`src/rtl/i2cbm_pkg.sv`:
```
// Shared types, constants and a helper function for the I2C bit-level master.
`timescale 1ns / 1ps
package i2cbm_pkg;

  localparam int DATA_BITS = 8;
  localparam int PHASE_W   = 5;
  localparam int TICK_W    = 10;
  localparam int APB_AW    = 2;
  localparam int APB_DW    = 32;

  localparam logic [TICK_W-1:0] TPP_RESET = TICK_W'(10);

  // Register addresses on the APB port
  localparam logic [APB_AW-1:0] REG_TICKS_PER_PHASE = APB_AW'(0);

  // Request codes; the tick code also marks the idle engine
  typedef enum logic [2:0] {
    ACT_TICK     = 3'd0,
    ACT_START    = 3'd1,
    ACT_STOP     = 3'd2,
    ACT_WRITE    = 3'd3,
    ACT_READ     = 3'd4,
    ACT_SEND_ACK = 3'd5,
    ACT_RECV_ACK = 3'd6
  } action_t;

  localparam action_t CMD_IDLE = ACT_TICK;

  // Result of one request, as loaded into the output register
  typedef struct packed {
    logic                 scl_level;
    logic                 sda_level;
    logic                 busy_res;
    logic                 done_res;
    logic [DATA_BITS-1:0] rx_byte;
    logic                 ack_received;
    logic                 rejected;
  } result_t;

  // Number of timed phases in each command sequence
  function automatic logic [PHASE_W-1:0] seq_length(input action_t cmd);
    logic [PHASE_W-1:0] len;
    unique case (cmd)
      ACT_START:    len = PHASE_W'(4);
      ACT_STOP:     len = PHASE_W'(3);
      ACT_WRITE:    len = PHASE_W'(3 * DATA_BITS);
      ACT_READ:     len = PHASE_W'(1 + 2 * DATA_BITS);
      ACT_SEND_ACK: len = PHASE_W'(3);
      ACT_RECV_ACK: len = PHASE_W'(3);
      default:      len = '0;
    endcase
    return len;
  endfunction

endpackage

```
`src/rtl/i2cbm_if.sv`:
```
// Valid/ready channel interfaces for requests and results.
`timescale 1ns / 1ps
interface i2cbm_cmd_if;
  logic       valid;
  logic       ready;
  logic [2:0] action;
  logic [7:0] tx_byte;
  logic       ack_to_send;
  logic       sda_in;

  modport source (output valid, action, tx_byte, ack_to_send, sda_in, input ready);
  modport sink   (input valid, action, tx_byte, ack_to_send, sda_in, output ready);
endinterface

interface i2cbm_res_if;
  logic       valid;
  logic       ready;
  logic       scl_level;
  logic       sda_level;
  logic       busy_res;
  logic       done_res;
  logic [7:0] rx_byte;
  logic       ack_received;
  logic       rejected;

  modport source (output valid, scl_level, sda_level, busy_res, done_res, rx_byte,
                  ack_received, rejected, input ready);
  modport sink   (input valid, scl_level, sda_level, busy_res, done_res, rx_byte,
                  ack_received, rejected, output ready);
endinterface

```
`src/rtl/i2cbm_cfg.sv`:
```
// APB configuration register block holding ticks_per_phase.
`timescale 1ns / 1ps
module i2cbm_cfg (
  input  logic                          clk,
  input  logic                          rst,
  input  logic                          psel,
  input  logic                          penable,
  input  logic                          pwrite,
  input  logic [i2cbm_pkg::APB_AW-1:0]  paddr,
  input  logic [i2cbm_pkg::APB_DW-1:0]  pwdata,
  output logic [i2cbm_pkg::APB_DW-1:0]  prdata,
  output logic                          pready,
  output logic [i2cbm_pkg::TICK_W-1:0]  ticks_per_phase
);
  import i2cbm_pkg::*;

  logic wr_en;

  assign pready = 1'b1;
  assign wr_en  = psel && penable && pwrite && pready && (paddr == REG_TICKS_PER_PHASE);

  // Write the phase length register
  always_ff @(posedge clk) begin
    if (rst) begin
      ticks_per_phase <= TPP_RESET;
    end else if (wr_en) begin
      ticks_per_phase <= pwdata[TICK_W-1:0];
    end
  end

  // Read back
  always_comb begin
    prdata = '0;
    if (paddr == REG_TICKS_PER_PHASE) begin
      prdata = {{(APB_DW-TICK_W){1'b0}}, ticks_per_phase};
    end
  end

endmodule

```
`src/rtl/i2cbm_engine.sv`:
```
// Bit engine: command state, phase timing, pin drive and shift register.
`timescale 1ns / 1ps
module i2cbm_engine (
  input  logic                             clk,
  input  logic                             rst,
  input  logic                             accept,
  input  logic [2:0]                       action,
  input  logic [i2cbm_pkg::DATA_BITS-1:0]  tx_byte,
  input  logic                             ack_to_send,
  input  logic                             sda_in,
  input  logic [i2cbm_pkg::TICK_W-1:0]     ticks_per_phase,
  output i2cbm_pkg::result_t               result
);
  import i2cbm_pkg::*;

  action_t                current_command, current_command_next;
  logic [PHASE_W-1:0]     phase_index, phase_index_next;
  logic [1:0]             bit_step, bit_step_next;   // phase index mod 3
  logic [TICK_W-1:0]      tick_count, tick_count_next;
  logic [DATA_BITS-1:0]   shift_reg, shift_reg_next;
  logic                   scl_out, scl_out_next;
  logic                   sda_out, sda_out_next;
  logic                   ack_latch, ack_latch_next;
  logic [DATA_BITS-1:0]   rx_hold, rx_hold_next;

  // Hold state between requests; update only on an accepted request
  always_ff @(posedge clk) begin
    if (rst) begin
      current_command <= CMD_IDLE;
      phase_index     <= '0;
      bit_step        <= '0;
      tick_count      <= '0;
      shift_reg       <= '0;
      scl_out         <= 1'b1;
      sda_out         <= 1'b1;
      ack_latch       <= 1'b1;
      rx_hold         <= '0;
    end else if (accept) begin
      current_command <= current_command_next;
      phase_index     <= phase_index_next;
      bit_step        <= bit_step_next;
      tick_count      <= tick_count_next;
      shift_reg       <= shift_reg_next;
      scl_out         <= scl_out_next;
      sda_out         <= sda_out_next;
      ack_latch       <= ack_latch_next;
      rx_hold         <= rx_hold_next;
    end
  end

  // Next state and result for one request
  always_comb begin
    action_t              act;
    logic                 busy;
    logic                 phase_end;
    logic [PHASE_W-1:0]   phase_inc;
    logic [1:0]           step_inc;
    logic                 done;
    logic                 rej;

    act       = action_t'(action);
    busy      = (current_command != CMD_IDLE);
    phase_end = ({1'b0, tick_count} + (TICK_W+1)'(1)) >= {1'b0, ticks_per_phase};
    phase_inc = phase_index + PHASE_W'(1);
    step_inc  = (bit_step == 2'd2) ? 2'd0 : bit_step + 2'd1;
    done      = 1'b0;
    rej       = 1'b0;

    current_command_next = current_command;
    phase_index_next     = phase_index;
    bit_step_next        = bit_step;
    tick_count_next      = tick_count;
    shift_reg_next       = shift_reg;
    scl_out_next         = scl_out;
    sda_out_next         = sda_out;
    ack_latch_next       = ack_latch;
    rx_hold_next         = rx_hold;

    unique case (act)
      ACT_START, ACT_STOP, ACT_WRITE, ACT_READ, ACT_SEND_ACK, ACT_RECV_ACK: begin
        if (busy) begin
          rej = 1'b1;
        end else begin
          // Start the command and drive its first pin level
          current_command_next = act;
          phase_index_next     = '0;
          bit_step_next        = '0;
          tick_count_next      = '0;
          shift_reg_next       = '0;
          unique case (act)
            ACT_STOP:     sda_out_next = 1'b0;
            ACT_SEND_ACK: sda_out_next = ack_to_send;
            ACT_WRITE: begin
              sda_out_next   = tx_byte[DATA_BITS-1];
              shift_reg_next = {tx_byte[DATA_BITS-2:0], 1'b0};
            end
            default:      sda_out_next = 1'b1;
          endcase
        end
      end
      ACT_TICK: begin
        if (busy) begin
          if (phase_end) begin
            // Close the phase: sample SDA where SCL was high
            if (current_command == ACT_READ && phase_index[0]) begin
              shift_reg_next = {shift_reg[DATA_BITS-2:0], sda_in};
            end else if (current_command == ACT_RECV_ACK && phase_index == PHASE_W'(1)) begin
              ack_latch_next = sda_in;
            end
            tick_count_next = '0;
            bit_step_next   = step_inc;
            if (phase_inc >= seq_length(current_command)) begin
              // Sequence finished
              if (current_command == ACT_READ) begin
                rx_hold_next = shift_reg_next;
              end
              current_command_next = CMD_IDLE;
              phase_index_next     = '0;
              done                 = 1'b1;
            end else begin
              // Advance to the next phase and drive its pin level
              phase_index_next = phase_inc;
              unique case (current_command)
                ACT_START: begin
                  if (phase_inc == PHASE_W'(1)) scl_out_next = 1'b1;
                  else if (phase_inc == PHASE_W'(2)) sda_out_next = 1'b0;
                  else scl_out_next = 1'b0;
                end
                ACT_STOP: begin
                  if (phase_inc == PHASE_W'(1)) scl_out_next = 1'b1;
                  else sda_out_next = 1'b1;
                end
                ACT_WRITE: begin
                  if (step_inc == 2'd0) begin
                    sda_out_next   = shift_reg[DATA_BITS-1];
                    shift_reg_next = {shift_reg[DATA_BITS-2:0], 1'b0};
                  end else if (step_inc == 2'd1) begin
                    scl_out_next = 1'b1;
                  end else begin
                    scl_out_next = 1'b0;
                  end
                end
                ACT_READ: scl_out_next = phase_inc[0];
                ACT_SEND_ACK, ACT_RECV_ACK: scl_out_next = (phase_inc == PHASE_W'(1));
                default: ;
              endcase
            end
          end else begin
            tick_count_next = tick_count + TICK_W'(1);
          end
        end
      end
      default: ;  // unused code: no effect
    endcase

    result.scl_level    = scl_out_next;
    result.sda_level    = sda_out_next;
    result.busy_res     = (current_command_next != CMD_IDLE);
    result.done_res     = done;
    result.rx_byte      = rx_hold_next;
    result.ack_received = ack_latch_next;
    result.rejected     = rej;
  end

endmodule

```
`src/rtl/i2c_bit_level_master.sv`:
```
// Top level of the I2C bit-level master: channels, config port, output register.
//
//  channel | dir | handshake     | payload
//  --------+-----+---------------+--------------------------------------------
//  cmd     | in  | valid/ready   | action, tx_byte, ack_to_send, sda_in
//  res     | out | valid/ready   | scl_level, sda_level, busy_res, done_res,
//          |     |               | rx_byte, ack_received, rejected
//  apb     | in  | psel/penable  | paddr, pwdata, prdata (ticks_per_phase)
//
// One request per clock while cmd.ready is high; each result is loaded into the
// output register, which is the only stage, and appears in the cycle after its request.
// cmd.ready is high whenever the output register is empty or being drained,
// so a stalled result blocks new requests only while it is not taken.
// Synchronous reset releases both pins and sets ticks_per_phase to 10.
`timescale 1ns / 1ps
module i2c_bit_level_master (
  input  logic                          clk,
  input  logic                          rst,
  i2cbm_cmd_if.sink                     cmd,
  i2cbm_res_if.source                   res,
  input  logic                          psel,
  input  logic                          penable,
  input  logic                          pwrite,
  input  logic [i2cbm_pkg::APB_AW-1:0]  paddr,
  input  logic [i2cbm_pkg::APB_DW-1:0]  pwdata,
  output logic [i2cbm_pkg::APB_DW-1:0]  prdata,
  output logic                          pready
);
  import i2cbm_pkg::*;

  logic [TICK_W-1:0] ticks_per_phase;
  logic              accept;
  logic              out_valid;
  result_t           result;
  result_t           out_data;

  i2cbm_cfg u_cfg (
    .clk             (clk),
    .rst             (rst),
    .psel            (psel),
    .penable         (penable),
    .pwrite          (pwrite),
    .paddr           (paddr),
    .pwdata          (pwdata),
    .prdata          (prdata),
    .pready          (pready),
    .ticks_per_phase (ticks_per_phase)
  );

  assign cmd.ready = !out_valid || res.ready;
  assign accept    = cmd.valid && cmd.ready;

  i2cbm_engine u_engine (
    .clk             (clk),
    .rst             (rst),
    .accept          (accept),
    .action          (cmd.action),
    .tx_byte         (cmd.tx_byte),
    .ack_to_send     (cmd.ack_to_send),
    .sda_in          (cmd.sda_in),
    .ticks_per_phase (ticks_per_phase),
    .result          (result)
  );

  // Load the result on each request, drop valid once taken
  always_ff @(posedge clk) begin
    if (rst) begin
      out_valid <= 1'b0;
    end else if (accept) begin
      out_valid <= 1'b1;
    end else if (res.ready) begin
      out_valid <= 1'b0;
    end
  end

  always_ff @(posedge clk) begin
    if (accept) begin
      out_data <= result;
    end
  end

  assign res.valid        = out_valid;
  assign res.scl_level    = out_data.scl_level;
  assign res.sda_level    = out_data.sda_level;
  assign res.busy_res     = out_data.busy_res;
  assign res.done_res     = out_data.done_res;
  assign res.rx_byte      = out_data.rx_byte;
  assign res.ack_received = out_data.ack_received;
  assign res.rejected     = out_data.rejected;

endmodule
```
`src/flat_wrapper.sv`:
```
// flat-port wrapper written by rule: the top's interface ports become plain ports
module i2c_bit_level_master_flat import i2cbm_pkg::*;
  (clk, rst, psel, penable, pwrite, paddr, pwdata, prdata, pready, cmd_valid, cmd_action, cmd_tx_byte, cmd_ack_to_send, cmd_sda_in, cmd_ready, res_valid, res_scl_level, res_sda_level, res_busy_res, res_done_res, res_rx_byte, res_ack_received, res_rejected, res_ready);
  i2cbm_cmd_if cmd_i ();
  i2cbm_res_if res_i ();
  input  logic clk;
  input  logic rst;
  input  logic psel;
  input  logic penable;
  input  logic pwrite;
  input  logic [i2cbm_pkg::APB_AW-1:0] paddr;
  input  logic [i2cbm_pkg::APB_DW-1:0] pwdata;
  output logic [i2cbm_pkg::APB_DW-1:0] prdata;
  output logic pready;
  input wire logic [$bits(cmd_i.valid)-1:0] cmd_valid;
  input wire logic [$bits(cmd_i.action)-1:0] cmd_action;
  input wire logic [$bits(cmd_i.tx_byte)-1:0] cmd_tx_byte;
  input wire logic [$bits(cmd_i.ack_to_send)-1:0] cmd_ack_to_send;
  input wire logic [$bits(cmd_i.sda_in)-1:0] cmd_sda_in;
  output wire logic [$bits(cmd_i.ready)-1:0] cmd_ready;
  output wire logic [$bits(res_i.valid)-1:0] res_valid;
  output wire logic [$bits(res_i.scl_level)-1:0] res_scl_level;
  output wire logic [$bits(res_i.sda_level)-1:0] res_sda_level;
  output wire logic [$bits(res_i.busy_res)-1:0] res_busy_res;
  output wire logic [$bits(res_i.done_res)-1:0] res_done_res;
  output wire logic [$bits(res_i.rx_byte)-1:0] res_rx_byte;
  output wire logic [$bits(res_i.ack_received)-1:0] res_ack_received;
  output wire logic [$bits(res_i.rejected)-1:0] res_rejected;
  input wire logic [$bits(res_i.ready)-1:0] res_ready;
  assign cmd_i.valid = cmd_valid;
  assign cmd_i.action = cmd_action;
  assign cmd_i.tx_byte = cmd_tx_byte;
  assign cmd_i.ack_to_send = cmd_ack_to_send;
  assign cmd_i.sda_in = cmd_sda_in;
  assign cmd_ready = cmd_i.ready;
  assign res_valid = res_i.valid;
  assign res_scl_level = res_i.scl_level;
  assign res_sda_level = res_i.sda_level;
  assign res_busy_res = res_i.busy_res;
  assign res_done_res = res_i.done_res;
  assign res_rx_byte = res_i.rx_byte;
  assign res_ack_received = res_i.ack_received;
  assign res_rejected = res_i.rejected;
  assign res_i.ready = res_ready;
  i2c_bit_level_master u_core (.clk(clk), .rst(rst), .cmd(cmd_i), .res(res_i), .psel(psel), .penable(penable), .pwrite(pwrite), .paddr(paddr), .pwdata(pwdata), .prdata(prdata), .pready(pready));
endmodule
```
`config.mk`:
```
export PLATFORM = sky130hd
export DESIGN_NAME = i2c_bit_level_master_flat
export DESIGN_NICKNAME = d
export VERILOG_FILES = /design/src/rtl/i2cbm_pkg.sv /design/src/rtl/i2cbm_if.sv /design/src/rtl/i2cbm_cfg.sv /design/src/rtl/i2cbm_engine.sv /design/src/rtl/i2c_bit_level_master.sv /design/src/flat_wrapper.sv
export SDC_FILE = /design/constraint.sdc
export NUM_CORES = 1
export LEC_CHECK = 0
export BUFFER_PORTS_ARGS = -buffer_cell sky130_fd_sc_hd__buf_2
export CELL_PAD_IN_SITES_DETAIL_PLACEMENT = 0
export CELL_PAD_IN_SITES_GLOBAL_PLACEMENT = 1
export CORE_ASPECT_RATIO = 1.25
export CORE_UTILIZATION = 42
export DETAILED_ROUTE_END_ITERATION = 10
export PLACE_DENSITY_LB_ADDON = 0.1
export SLEW_MARGIN = 20
export SYNTH_ARGS = -nofsm -noshare
export SYNTH_HDL_FRONTEND = slang
export SYNTH_SLANG_ARGS = --single-unit
```
`constraint.sdc`:
```
create_clock -name clk -period 4.7 [get_ports clk]
set_input_delay 0.235 -clock clk [delete_from_list [all_inputs] [get_ports clk]]
set_output_delay 0.235 -clock clk [all_outputs]
set_load 0.02 [all_outputs]
```
==> results of run 1 <==
-- worst max-delay path by stage --
stage	to
after global routing	u_core.u_engine.shift_reg[6]
after CTS	u_core.u_engine.shift_reg[5]
final	u_core.u_engine.shift_reg[3]
after detailed placement	u_core.u_engine.shift_reg[5]
after global placement	u_core.res.rx_byte[4]
after floorplan	u_core.res.rx_byte[0]
-- layout make-up --
cell class | instances | area, um2 | area share
flip-flops and latches | 64 | 1420 | 0.316
clock buffers | 10 | 229 | 0.0510
inverters | 20 | 75.1 | 0.0167
clock inverters | 6 | 83.8 | 0.0187
well taps | 123 | 154 | 0.0343
multi-input cells | 343 | 2210 | 0.491
repair buffers | 62 | 323 | 0.0718
-- through the flow --
stage	hold WS [ns]	worst slack (ns)
after floorplan	0.364	1.60
after global placement	0.446	1.16
after detailed placement	0.454	1.14
after CTS	0.125	1.12
after global routing	0.153	0.786
final	0.135	1.14
-- worst max-delay path, delay by kind of cell, from the launching register on --
kind                     cells  cell delay [ns]
flip-flops                   1             0.55
AO/OA/AOI/OAI                5             1.51
multiplexers                 1             0.41
adder cells (fa/ha/maj)      1             0.21
AND/OR/NAND/NOR              3             0.59
buffers and inverters        1             0.12
-- cells in the final DEF (no fill, tap or decap), types with 4 or more instances in the layout --
cell type and count:
inv_1 20, mux2i_1 18, nand2_1 36, a221oi_1 7
conb_1 23, a31oi_1 8, nor3_1 21, nor2_1 47
a21oi_1 25, nand3_1 27, o21ai_0 7, nor2b_1 4
mux2_2 26, buf_2 57, clkbuf_16 9, a211oi_1 4
dfxtp_1 50, buf_4 5, edfxtp_1 14, ha_1 19
and3_1 13, nand4_1 9, xnor2_1 8
-- power breakdown --
| part | leakage (nW) | total [mW] | internal [mW] | switching (mW) |
|---|---|---|---|---|
| registers | 0.537 | 0.597 | 0.580 | 0.0170 |
| logic | 1.34 | 0.175 | 0.0603 | 0.115 |
| clock network | 0.157 | 0.707 | 0.463 | 0.244 |
| total | 2.03 | 1.48 | 1.10 | 0.376 |
-- routing by layer --
layer  part of all wire  wire length [um]  track usage
met5                  0                 0            0
met4              0.013               112       0.0714
met3              0.036               322       0.0432
met2               0.50              4410        0.322
met1               0.45              4030        0.244
-- synthesized netlist by cell type (4+ instances only) --
library cell and n:
a211oi_1 4, a21oi_1 25, a221oi_1 7, a31oi_1 8, and3_1 13, buf_2 7
buf_4 24, clkbuf_1 17, dfxtp_1 50, edfxtp_1 14, ha_1 19, inv_1 20
mux2_2 26, mux2i_1 18, nand2_1 36, nand3_1 27, nand4_1 9, nor2_1 47
nor2b_1 4, nor3_1 22, o21ai_0 7, xnor2_1 8
-- logic make-up (layout without fill, tap and decap cells) --
logic type / count (synthesis) / after routing / synth area share
simple gates: 177 / 177 / 0.219
buf+inv: 72 / 98 / 0.0963
compound gates: 69 / 69 / 0.115
flops: 64 / 64 / 0.362
mux: 44 / 44 / 0.121
fa+ha+maj: 19 / 19 / 0.0606
xor+xnor: 11 / 11 / 0.0246
other cells: 2 / 23 / 0.00191
==> flow_metrics.tcl, run 1 <==
set metrics [dict create \
    layout_min_cycle_time_ns 3.56 \
    grt_pass1_wl_mm 14.4 \
    grt_max_degree 54 \
    clock_path_buffers 2 \
    wl_per_cell_um 14.1 \
    die_width_um 88.4 \
    r2r-start "u_core.u_engine.current_command[1]" \
    yosysUniqueCellTypes 52 \
    synth_area_mm2 0.00392 \
    relSlewSlack 0.323 \
    worst_ep_required_time_ns 4.87 \
    synth.yosys.seq_area_share 0.362 \
    cp-start-kind "flop" \
    utilization 0.492 \
    syn_inst 458 \
    drt_pass1_iterations 4 \
    worstPathArrival_ns 3.73 \
    synth-seq-cells 64 \
    post_drt_via_cell_ratio 5.14 \
    power_density_mw_per_mm2 329 \
    cp-startpoint "u_core.u_engine.current_command[1]" \
    cpMaxStageDelayCell "o21bai_1" \
    antenna_found_initial 0 \
    cts_num_sinks 64 \
    rsz0062_at_grt "false" \
    synth_top_area_cell "dfxtp_1" \
    r2r-end "u_core.u_engine.shift_reg[3]" \
    p_leak_nw 2.03 \
    area_growth_pct 14.5 \
    dp_hpwl_mm 6.23 \
    whs_path_depth 3 \
    drive_gt1_frac 0.212 \
    cts_buffers 9 \
    port_buffers 57 \
    cts.clk_slew.worst_paths_ns 0.06 \
    path_max_fanout 9 \
    skew_ns 0.00482 \
    tns_ns 0 \
    reg_top3 "u_core.u_cfg.ticks_per_phase: 10 flops, u_core.u_engine.tick_count: 10 flops" \
    grt-ovfl-total 0 \
    start_util 0.430 \
    tritoncts "done" \
    synth_ff_type "dfxtp_1" \
    dp.cells 612 \
    post-route-period-util 0.758 \
    fin_cells 628 \
    nets 573 \
    synthTopCellsByArea "dfxtp_1 (26%), edfxtp_1 (11%), mux2_2 (7.5%)" \
    ctsHoldBuffers 0 \
    ys.warnings.count 0 \
    drt_iter0_drc 107 \
    cpPeakStageDelay_ns 0.63 \
    synth_top_area_frac 0.255 \
    fp.dieArea_mm2 0.00973 \
    rr_worst_depth 11 \
    cts_resized 0 \
    async_flop_share 0 \
    gp_congestion 0.802 \
    wirelength_mm 8.88 \
    cts_root_buffer "clkbuf_16" \
    pin_count 103 \
    finalPower_mw 1.48 \
    ant_nets 0 \
    dieHeight_um 110 \
    grt_use_total 0.194 \
    regToRegSetupSlack_ns 1.14 \
    n_antenna_cell 0 \
    setup_viol 0 \
    cp-end-kind "flop" \
    core_region_area_mm2 0.00913 \
    worstPathCellList "inv_1 > nor2_1 > a21o_1 > ha_1 > nand2b_1 > a31oi_1 > o21ai_1 > o21bai_1 > mux2_2 > a221oi_1 > nor3_1" \
    fin_area_mm2 0.00449 \
    max_freq_mhz 281 \
    cts_setup_buffers 0 \
    drcViolationCount 0 \
    hp-start "pwdata[6]" \
    hold_violations 0 \
    min_to "u_core.u_cfg.ticks_per_phase[6]" \
    synth_area_per_cell_um2 8.56 \
    grt_pass1_vias 3003 \
    tightest_slew_ns 1.02 \
    clock_latency_ns 0.33 \
    hp-class "in2reg" \
    fp-row-count 39 \
    cap_violations 0 \
    htree_levels 3 \
    vdd_drop_max_mv 0.226 \
    status "completed" \
    num_vias 3228 \
    slew_violations 0 \
    n_fill_cell 914 \
    path_class "reg2reg" \
    dpl_cell_area_mm2 0.00418 \
    synth_edf_count 14 \
]
Power figures use the tool's default switching activity.
==> run 2, diff against run 1 <==
--- a/config.mk
+++ b/config.mk
@@ -9,7 +9,7 @@
 export CELL_PAD_IN_SITES_DETAIL_PLACEMENT = 0
 export CELL_PAD_IN_SITES_GLOBAL_PLACEMENT = 1
 export CORE_ASPECT_RATIO = 1.25
-export CORE_UTILIZATION = 42
+export CORE_UTILIZATION = 39
 export DETAILED_ROUTE_END_ITERATION = 10
 export PLACE_DENSITY_LB_ADDON = 0.1
 export SLEW_MARGIN = 20
==> constraint.sdc (replaced) <==
create_clock -name clk -period 3.6 [get_ports clk]
set_input_delay 0.18 -clock clk [delete_from_list [all_inputs] [get_ports clk]]
set_output_delay 0.18 -clock clk [all_outputs]
set_load 0.02 [all_outputs]
==> run 2 against run 1 <==
Effect of this change:
- sequential share of layout area shrank 0.68 points
- total power increased by 27%
- critical path depth is 1 higher
- first-iteration DRC count shrank 16%
- setup slack worse by 0.78 ns
- combinational power is 37% higher
- largest power group unchanged
- highest routed layer unchanged
==> flow_metrics.tcl, run 2 (synthesis gave the netlist of run 1 again) <==
set metrics [dict create \
    cts_setup_buffers 0 \
    vdd_drop_max_mv 0.251 \
    cts.clk_slew.worst_paths_ns 0.05 \
    fp.dieArea_mm2 0.0105 \
    post-route-period-util 0.900 \
    htree_levels 3 \
    cts_buffers 9 \
    grt_max_degree 54 \
    dieHeight_um 114 \
    p_leak_nw 2.08 \
    antenna_found_initial 0 \
    grt_pass1_vias 3122 \
    worst_ep_required_time_ns 3.68 \
    p_int_mw 1.39 \
    power_density_mw_per_mm2 408 \
    met2_length_mm 4.58 \
    drt_pass1_iterations 6 \
    tightest_slew_ns 0.718 \
    path_max_fanout 8 \
    cts_root_buffer "clkbuf_16" \
    cp-start-kind "flop" \
    dp_hpwl_mm 6.55 \
    multi_input_area_mm2 0.00221 \
    final_cell_mix "buf_2 (57), dfxtp_1 (50), nor2_1 (46), nand2_1 (36), nand3_1 (27)" \
    gp_congestion 0.805 \
    clkPwrFrac 0.458 \
    path_class "reg2reg" \
    die_width_um 91.7 \
    wl_met3_um 303 \
    num_vias 3326 \
    seq_area_mm2 0.00142 \
    clock_latency_ns 0.33 \
    n_fill_cell 1017 \
    pin_count 103 \
    final_common_cell "buf_2" \
    slew_violations 0 \
    drive_gt1_frac 0.232 \
    wirelength_mm 9.31 \
    p_switching_uw 490 \
    cp-end-kind "flop" \
    layout_min_cycle_time_ns 3.24 \
    skew_ns 0.00655 \
    grt-ovfl-total 0 \
    cts_num_sinks 64 \
    wl_per_cell_um 14.5 \
    cap_violations 0 \
    top_layer_used "met4" \
    max_freq_mhz 309 \
    whs_path_depth 3 \
    tritoncts "done" \
    dp.cells 626 \
    m1WireLength_mm 4.23 \
    swShare 0.261 \
    tns_ns 0 \
    rr_worst_depth 12 \
    n_antenna_cell 0 \
    nets 585 \
    drt_iter0_drc 90 \
    core_region_area_mm2 0.00971 \
    grt_pass1_wl_mm 15.2 \
    reg_top3 "u_core.u_cfg.ticks_per_phase: 10 flops, u_core.u_engine.tick_count: 10 flops" \
    port_buffers 57 \
    relSlewSlack 0.520 \
    worstPathArrival_ns 3.32 \
    hp-class "in2reg" \
    r2r-start "u_core.u_engine.tick_count[0]" \
    r2r-end "u_core.res.rx_byte[2]" \
    fin_area_mm2 0.00459 \
    fp-row-count 40 \
    comb_power_share 0.128 \
    ant_nets 0 \
    hold_violations 0 \
    status "completed" \
    seqPwrFrac 0.414 \
    finalPower_mw 1.88 \
    clock_path_buffers 2 \
    area_growth_pct 17.1 \
    dpl_cell_area_mm2 0.00427 \
    rsz0062_at_grt "false" \
    setup_viol 0 \
    min_to "u_core.u_cfg.ticks_per_phase[0]" \
    hp-start "pwdata[0]" \
    post_drt_via_cell_ratio 5.17 \
    drcViolationCount 0 \
    fin_cells 643 \
    start_util 0.404 \
    regToRegSetupSlack_ns 0.36 \
    grt_use_total 0.185 \
]
-- run 2: power by group through the flow --
| stage | clock network [mW] | registers (mW) | logic [mW] |
|---|---|---|---|
| after floorplan | 0 | 0.795 | 0.185 |
| after global placement | 0 | 0.791 | 0.235 |
| after detailed placement | 0 | 0.792 | 0.237 |
| after CTS | 0.885 | 0.777 | 0.238 |
| after global routing | 0.913 | 0.780 | 0.268 |
| final | 0.859 | 0.777 | 0.240 |
-- run 2: how the worst max path moves through the flow --
| stage | from | to | slack [ns] | cells past startpoint |
|---|---|---|---|---|
| after floorplan | u_core.u_engine.tick_count[0] | u_core.res.rx_byte[0] | 0.50 | 13 |
| after global placement | u_core.u_engine.tick_count[0] | u_core.res.rx_byte[4] | 0.14 | 12 |
| after detailed placement | u_core.u_engine.tick_count[0] | u_core.res.rx_byte[5] | 0.12 | 12 |
| after CTS | u_core.u_engine.tick_count[0] | u_core.res.rx_byte[0] | 0.10 | 12 |
| after global routing | u_core.u_engine.tick_count[0] | u_core.u_engine.rx_hold[1] | 0.09 | 14 |
| final | u_core.u_engine.tick_count[0] | u_core.res.rx_byte[2] | 0.36 | 12 |
-- run 2: critical path: stages, from the launching register on --
cell	delay [ns]
dfxtp_1	0.42
and3_1	0.21
and3_1	0.19
nand3_1	0.10
xnor2_1	0.24
ha_1	0.30
and3_1	0.20
and3_1	0.18
a211oi_2	0.29
o21ai_1	0.22
nand3_1	0.13
buf_4	0.18
mux2_2	0.34
-- run 2: metrics by stage --
step	worst slack [ns]	util	hold WS, ns
3_3_place_gp	0.142	0.439	0.408
2_1_floorplan	0.497	-	0.309
3_5_place_dp	0.117	0.439	0.418
5_1_grt	0.0876	0.473	0.0809
4_1_cts	0.102	0.470	0.0698
6_report	0.362	0.473	0.0768
-- run 2: area by class of cell --
class                           count  area share
Clock inverter                      2     0.00272
Sequential cell                    64       0.310
Tap cell                          126      0.0343
Timing Repair Buffer               74      0.0926
Inverter                           20      0.0163
Multi-Input combinational cell    343       0.482
Clock buffer                       14      0.0621
-- run 2: what timing repair did --
item                                    CTS  global route
resized for setup                         0             2
hold buffers                              0             0
endpoints found under the setup margin    0            19
-- run 2: layer usage --
layer,vias up,track usage
li1,1695,-
met3,14,0.0418
met1,1552,0.224
met4,0,0.0750
met2,65,0.317
met5,-,0
==> run 3, diff against run 2 <==
--- a/config.mk
+++ b/config.mk
@@ -12,6 +12,7 @@
 export CORE_UTILIZATION = 39
 export DETAILED_ROUTE_END_ITERATION = 10
 export PLACE_DENSITY_LB_ADDON = 0.1
+export RECOVER_POWER = 100
 export SLEW_MARGIN = 20
 export SYNTH_ARGS = -nofsm -noshare
 export SYNTH_HDL_FRONTEND = slang
==> run 3 against run 2 <==
Effect of this change:
- sequential share of layout area is 0.38 points higher
- critical path type unchanged
- register-to-register slack got worse by 0.02 ns
- non-clock buffer count unchanged
- via count increased by 0.21%
- hold slack better by 0.0018 ns
==> flow_metrics.tcl, run 3 (synthesis gave the netlist of run 1 again) <==
set metrics [dict create \
    whs_path_depth 3 \
    worstPathArrival_ns 3.34 \
    cp-endpoint "u_core.res.scl_level" \
    cp_num_buf_inv 1 \
    dpl_worst_slack_ns 0.117 \
    p_leak_nw 1.98 \
    wirelength_mm 9.34 \
    cp-end-kind "flop" \
    dieHeight_um 114 \
    cpPeakStageDelay_ns 0.42 \
    dp_hpwl_mm 6.55 \
    num_vias 3333 \
    cp-startpoint "u_core.u_engine.tick_count[0]" \
    skew_ns 0.00622 \
    path_max_fanout 6 \
    final_cell_mix "dfxtp_1 (50), nor2_1 (46), nand2_1 (36), clkbuf_1 (32), buf_2 (30)" \
    max_freq_mhz 307 \
    gp_congestion 0.805 \
    hp-class "in2reg" \
    post-route-period-util 0.906 \
    path_depth 12 \
    cpMaxStageDelayCell "dfxtp_1" \
    cts_num_sinks 64 \
    r2r-end "u_core.res.scl_level" \
    wl_per_cell_um 14.5 \
    utilization 0.467 \
    setup_ws_ns 0.339 \
    vdd_drop_max_mv 0.250 \
    ctsHoldBuffers 0 \
    cap_violations 0 \
    layout_min_cycle_time_ns 3.26 \
    setup_viol 0 \
    clock_path_buffers 2 \
    final_common_cell "dfxtp_1" \
    grt-ovfl-total 0 \
    post_drt_via_cell_ratio 5.18 \
    die_width_um 91.7 \
    tns_ns 0 \
    r2r-start "u_core.u_engine.tick_count[0]" \
    port_buffers 57 \
    fp-row-count 40 \
    nets 585 \
    worstPathCellList "and3_1 > and3_1 > nand3_1 > xnor2_1 > ha_1 > and3_1 > and3_1 > a211oi_2 > o21ai_1 > clkbuf_1 > nand3_1 > mux2_2" \
    grt_pass1_wl_mm 15.2 \
    reg_top3 "u_core.u_cfg.ticks_per_phase: 10 flops, u_core.u_engine.tick_count: 10 flops" \
    core_region_area_mm2 0.00971 \
    cts_buffers 9 \
    hold_violations 0 \
    cts_root_buffer "clkbuf_16" \
    antenna_found_initial 0 \
    drt_iter0_drc 90 \
    relSlewSlack 0.303 \
    cpLargestDelayFamily "simple AND/OR/NAND/NOR gates" \
    htree_levels 3 \
    start_util 0.404 \
    rsz0062_at_grt "false" \
    power_density_mw_per_mm2 412 \
    seq_area_mm2 0.00142 \
    n_fill_cell 1027 \
    n_antenna_cell 0 \
    cts.clk_slew.worst_paths_ns 0.05 \
    rr_worst_depth 12 \
    drcViolationCount 0 \
    tightest_slew_ns 1.04 \
    fp.dieArea_mm2 0.0105 \
    grt_max_degree 54 \
    cp-start-kind "flop" \
    clock_latency_ns 0.33 \
    crit_top_cell "and3_1" \
    regToRegSetupSlack_ns 0.34 \
    worst_ep_required_time_ns 3.68 \
    slew_violations 0 \
    ant_nets 0 \
    grt_use_total 0.185 \
    drive_gt1_frac 0.172 \
    area_growth_pct 15.6 \
    path_class "reg2reg" \
    multi_input_area_mm2 0.00220 \
    status "completed" \
    tritoncts "done" \
    grt_pass1_vias 3122 \
    drt_pass1_iterations 6 \
    pin_count 103 \
]
run 3: changes by cell type in the layout (fill, tap and decap cells not counted):
cell	change
buf_2	-27
buf_4	-3
clkbuf_1	+30
nor3_1	+1
nor3_4	-1
run 3: what timing repair did:
item                                    in CTS  in global routing
endpoints found under the setup margin       0                 19
gates resized for setup                      0                  2
buffers inserted                             0                  0
run 3: per-stage QoR:
step	std cells	instance area [um2]	total power, mW	hold slack [ns]
finish	643	4540	1.87	0.0787
global route	643	4540	1.95	0.0809
CTS	642	4560	1.90	0.0698
detailed placement	626	4270	1.03	0.418
global placement	626	4270	1.03	0.408
floorplan	479	4000	0.980	0.309
run 3: layout make-up:
type                       count  area share
timing repair buffer          74      0.0839
tap                          126      0.0348
clock inverter                 2     0.00276
multi-input combinational    343       0.486
sequential                    64       0.313
inverter                      20      0.0166
clock buffer                  14      0.0629
run 3: worst min-delay path, delay by kind of cell:
kind | cells | cell delay, ns
buffers and inverters | 1 | 0.07
multiplexers | 1 | 0.05
AND/OR/NAND/NOR | 1 | 0.07
run 3: how the worst min path moves through the flow:
stage	endpoint	startpoint	slack (ns)
after floorplan	u_core.res.valid	cmd_valid	0.31
after global placement	u_core.u_cfg.ticks_per_phase[8]	pwdata[8]	0.41
after detailed placement	u_core.u_cfg.ticks_per_phase[0]	pwdata[0]	0.42
after CTS	u_core.u_cfg.ticks_per_phase[8]	pwdata[8]	0.07
after global routing	u_core.u_cfg.ticks_per_phase[0]	pwdata[0]	0.08
final	u_core.u_cfg.ticks_per_phase[0]	pwdata[0]	0.08
run 3: where the power goes:
part           total [mW]  internal (mW)  switching (mW)
sequential          0.776          0.757          0.0194
combinational       0.235         0.0789           0.156
clock               0.858          0.545           0.313
run 3: layer usage:
metal | vias up | part of all wire | global-route usage
met2 | 68 | 0.48 | 0.317
met3 | 13 | 0.031 | 0.0418
met4 | 0 | 0.021 | 0.0750
met5 | - | 0 | 0
li1 | 1695 | - | -
met1 | 1557 | 0.46 | 0.224
